**config.mk**
```make
export PLATFORM = sky130hd
export DESIGN_NAME = scma_div
export DESIGN_NICKNAME = d
export VERILOG_FILES = /design/src/hw/rtl/scma_pkg.sv /design/src/hw/rtl/scma_div.sv
export SDC_FILE = /design/constraint.sdc
export NUM_CORES = 1
export LEC_CHECK = 0
export ABC_AREA = 1
export BUFFER_PORTS_ARGS = -buffer_cell sky130_fd_sc_hd__buf_2
export CORE_MARGIN = 1
export CORE_UTILIZATION = 40
export CTS_BUF_LIST = sky130_fd_sc_hd__clkbuf_16
export DETAILED_ROUTE_END_ITERATION = 12
export MAX_ROUTING_LAYER = met4
export PLACE_DENSITY = 0.63
export SYNTH_ARGS = -nofsm -noshare
export SYNTH_HDL_FRONTEND = slang
export SYNTH_SLANG_ARGS = --single-unit
```
**constraint.sdc**
```tcl
create_clock -name clk -period 2.91 [get_ports clk]
set_input_delay 0.291 -clock clk [delete_from_list [all_inputs] [get_ports clk]]
set_output_delay 0.291 -clock clk [all_outputs]
set_load 0.005 [all_outputs]
```
**src/hw/rtl/scma_pkg.sv**
```systemverilog
`timescale 1ns / 1ps
package scma_pkg;
  localparam int ADDR_BITS = 16;
  localparam int MAX_SEGMENTS = 8;

  localparam int ACTION_W = 2;
  localparam int LEN_W = 4;
  localparam int DATA_W = 64;
  localparam int SEGIDX_W = 3;
  localparam int SEGADDR_W = ADDR_BITS + 1;
  localparam int ALIGN_W = 9;
  localparam int STATUS_W = 2;
  localparam int CFG_IDX_W = 1;
  localparam int CFG_DATA_W = 17;

  localparam logic [ACTION_W-1:0] ACT_LOAD = 2'd0;
  localparam logic [ACTION_W-1:0] ACT_STORE = 2'd1;
  localparam logic [ACTION_W-1:0] ACT_SEGWR = 2'd2;
  localparam logic [ACTION_W-1:0] ACT_UNUSED = 2'd3;

  localparam logic [STATUS_W-1:0] ST_OK = 2'd0;
  localparam logic [STATUS_W-1:0] ST_OOM = 2'd1;
  localparam logic [STATUS_W-1:0] ST_PERM = 2'd2;
  localparam logic [STATUS_W-1:0] ST_MOVED = 2'd3;

  localparam logic [CFG_IDX_W-1:0] CFG_MEM_LENGTH = 1'd0;
  localparam logic [CFG_IDX_W-1:0] CFG_SEG_COUNT = 1'd1;

  typedef struct packed {
    logic [ACTION_W-1:0] action;
    logic [ADDR_BITS-1:0] addr;
    logic [LEN_W-1:0] access_len;
    logic [DATA_W-1:0] store_data;
    logic [SEGIDX_W-1:0] seg_index;
    logic [SEGADDR_W-1:0] seg_origin;
    logic [SEGADDR_W-1:0] seg_end;
    logic seg_read_ok;
    logic seg_write_ok;
    logic [ALIGN_W-1:0] seg_align;
  } in_item_t;

  typedef struct packed {
    logic [STATUS_W-1:0] status;
    logic [SEGADDR_W-1:0] end_addr;
    logic [DATA_W-1:0] load_data;
  } out_item_t;
endpackage

```
**src/hw/rtl/scma_div.sv**
```systemverilog
`timescale 1ns / 1ps
module scma_div import scma_pkg::*; #(
  parameter int W = 32,
  parameter int DW = 13
) (
  input  logic          clk,
  input  logic          rst_n,
  input  logic          start,
  input  logic [W-1:0]  num,
  input  logic [DW-1:0] den,
  output logic          busy,
  output logic [W-1:0]  quo
);
  localparam int CW = $clog2(W + 1);
  logic [W-1:0] q_r, q_nxt;
  logic [DW:0] rem_r, rem_nxt;
  logic [DW-1:0] den_r, den_nxt;
  logic [CW-1:0] cnt_r, cnt_nxt;
  logic [DW:0] trial;

  assign trial = {rem_r[DW-1:0], q_r[W-1]};
  assign busy = (cnt_r != '0);
  assign quo = q_r;

  always_comb begin
    q_nxt = q_r;
    rem_nxt = rem_r;
    den_nxt = den_r;
    cnt_nxt = cnt_r;
    if (start) begin
      q_nxt = num;
      rem_nxt = '0;
      den_nxt = den;
      cnt_nxt = CW'(W);
    end else if (busy) begin
      if (trial >= {1'b0, den_r}) begin
        rem_nxt = trial - {1'b0, den_r};
        q_nxt = {q_r[W-2:0], 1'b1};
      end else begin
        rem_nxt = trial;
        q_nxt = {q_r[W-2:0], 1'b0};
      end
      cnt_nxt = cnt_r - 1'b1;
    end
  end

  always_ff @(posedge clk) begin
    q_r <= q_nxt;
    rem_r <= rem_nxt;
    den_r <= den_nxt;
    if (!rst_n) cnt_r <= '0;
    else cnt_r <= cnt_nxt;
  end
endmodule

```
==> flow_metrics.env <==
export IMPL_rows=34
export IMPL_grt_overflow=0
export IMPL_fin_cells=649
export IMPL_crit_fanout=19
export IMPL_post_cts_resized=0
export IMPL_root_buffer="clkbuf_16"
export IMPL_maxCapViolCount=0
export IMPL_peakVddDrop_v=0.000384
export IMPL_power_density_mw_per_mm2=885
export IMPL_synth_cells=451
export IMPL_dieWidth_um=97.7
export IMPL_cts_max_path_buffers=2
export IMPL_tns_ns=0
export IMPL_maxUsedRoutingLayer="met4"
export IMPL_setup_viol=0
export IMPL_ys_ff_latch=64
export IMPL_rsz0062_at_grt="no"
export IMPL_fillCellCount=821
export IMPL_final_common_cell="nand2_1"
export IMPL_clkTransAtPathRegs_ns=0.06
export IMPL_tightest_slew_ns=0.455
export IMPL_grt_util_all_layers_pct=19.1
export IMPL_ys_types=33
export IMPL_status="completed"
export IMPL_wl_met1_mm=4.01
export IMPL_p_switching_mw=1.46
export IMPL_dr_total_vias=3089
export IMPL_wl_mm=8.29
export IMPL_max_stage_delay_ns=0.43
export IMPL_remaining_drc_errors=0
export IMPL_hp_class="primary input to register"
export IMPL_dr_pass1_iters=6
export IMPL_hold_viol=0
export IMPL_power_frac_clock_pct=28.9
export IMPL_slew_headroom_pct=69.7
export IMPL_cp_slowest_cell="fa_1"
export IMPL_layout_common_cells="nand2_1, buf_2, inv_1"
export IMPL_cts_tree="built"
export IMPL_sw_frac_of_total_pct=36.7
export IMPL_post_drt_wl_per_cell_um=12.8
export IMPL_route_met2_wl_mm=3.75
export IMPL_nNetsFinal=599
export IMPL_grt_max_degree=34
export IMPL_yosys_warnings=0
export IMPL_grt_pass1_wl_mm=13.9
export IMPL_cts_hold_buffers=0
export IMPL_max_freq_mhz=435
export IMPL_avgSynthCellArea_um2=8.12
export IMPL_cts_sinks=64
export IMPL_drive_gt1_share_pct=26.6
export IMPL_dpl_hpwl_mm=5.83
export IMPL_power_frac_seq_pct=34.3
export IMPL_io_pins=81
export IMPL_worstPathRequired_ns=3.00
export IMPL_end_kind="register"
export IMPL_grt_pass1_vias=2960
export IMPL_path_cells="inv_1, ha_1, inv_1, fa_1, nand2_1, nand2_1, nand3_1, nand2_1, nand2_4, nand3_4, nand2_1, nand2_1"
export IMPL_yosys_top_cells_area="edfxtp_1, nand2_1, dfxtp_1"
export IMPL_whs_path_depth=1
export IMPL_die_area_mm2=0.00955
export IMPL_timing_final_max_slew_violations=0
export IMPL_drt_iter0_drc=195
export IMPL_cts_made_buffers=9
export IMPL_core_area_mm2=0.00881
export IMPL_internal_power_mw=2.51
export IMPL_syn2layout_area_growth_pct=22.2
export IMPL_cts_htree_levels=3
export IMPL_power_share_combinational_pct=36.8
export IMPL_crit_path_frequent_cell="nand2_1"
export IMPL_period_share_pct=79.1
export IMPL_clock_skew_ns=0.00541
export IMPL_arrival_ns=2.39
export IMPL_antennaDiodeCount=0
export IMPL_chipHeight_um=97.7
export IMPL_clkLatencyLatePin_ns=0.33
export IMPL_finalCriticalPeriod_ns=2.30
export IMPL_io_buffers=80
export IMPL_ant_nets=0
export IMPL_reg2reg_depth=12
export IMPL_synthesis_area_mm2=0.00366
export IMPL_gp_congestion=0.894
export IMPL_start_kind="register"
export IMPL_place_inst=633
export IMPL_vias_per_cell=4.76
export IMPL_met3_length_um=392
export IMPL_cts_setup_buffers=0
export IMPL_antenna_found_initial=0
export IMPL_synth_top_cell_by_area="edfxtp_1"
export IMPL_synth_top_area_share_pct=36.9
export IMPL_start_util_pct=41.6
export IMPL_power_leakage_nw=2.30
export IMPL_ys_seq_area_share_pct=47.3
export IMPL_synthesis_nets=514
export IMPL_path_class="register to register"
## synth_stat cells (all sizes together)
cell,count
a21oi,11
and2,1
buf,5
clkbuf,5
clkinv,1
dfxtp,19
edfxtp,45
fa,1
ha,14
inv,66
nand2,201
nand3,26
nand3b,1
nand4,13
nor2,25
o21ai,8
or2,2
or3b,1
xnor2,6
## power by group through the flow
stage	registers [mW]	clock network, mW	logic (mW)
2_1_floorplan	1.36	0	1.09
3_3_place_gp	1.37	0	1.43
3_5_place_dp	1.37	0	1.45
4_1_cts	1.36	1.17	1.46
5_1_grt	1.39	1.21	1.64
6_report	1.36	1.15	1.46
## worst paths after layout
check / slack, ns / from / endpoint
hold reg to reg: 0.48 / rem_r[5] / rem_r[5]
setup reg to reg: 0.61 / quo[31] / quo[0]
hold / removal: 0.13 / den[0] / den_r[0]
setup / recovery: 0.61 / quo[31] / quo[0]
## state kept, by name (all words and copies together) (netlist names)
name   flops
quo       32
den_r     13
rem_r     13
cnt_r      6
## critical path: cells and delay by family (launching register included)
| family | cells | cell delay, ns |
|---|---|---|
| buffers and inverters | 2 | 0.15 |
| adder cells (fa/ha/maj) | 2 | 0.56 |
| AND/OR/NAND/NOR | 8 | 0.96 |
| flip-flops | 1 | 0.39 |
## kinds of logic after synthesis
kind of cell	count (synthesis)	synth area share, %
simple gates	270	34.2
buf+inv	77	8.64
flops	64	47.3
compound gates	19	3.11
fa+ha+maj	15	5.33
xor+xnor	6	1.43
## routing by layer
layer	global-route usage, %	up-vias
met4	7.11	0
met2	29.0	87
li1	-	1592
met5	-	-
met1	24.8	1401
met3	4.32	9
## layout make-up
cell class	count	area (um2)	area share [%]
clock buffers	9	225	5.03
clock inverters	7	87.6	1.96
inverters	67	251	5.62
multi-input cells	310	1620	36.1
flip-flops and latches	64	1730	38.7
well taps	108	135	3.02
repair buffers	84	430	9.61
## per-stage QoR
stage,util (%),setup slack (ns),hold WS (ns),power [mW],instance area [um2]
finish,50.8,0.609,0.132,3.96,4480
global route,50.8,0.412,0.125,4.24,4480
CTS,50.8,0.620,0.124,3.99,4480
detailed placement,47.3,0.625,0.470,2.82,4160
global placement,47.3,0.676,0.464,2.80,4160
floorplan,-,0.774,0.390,2.45,3660
Power figures use the tool's default switching activity.
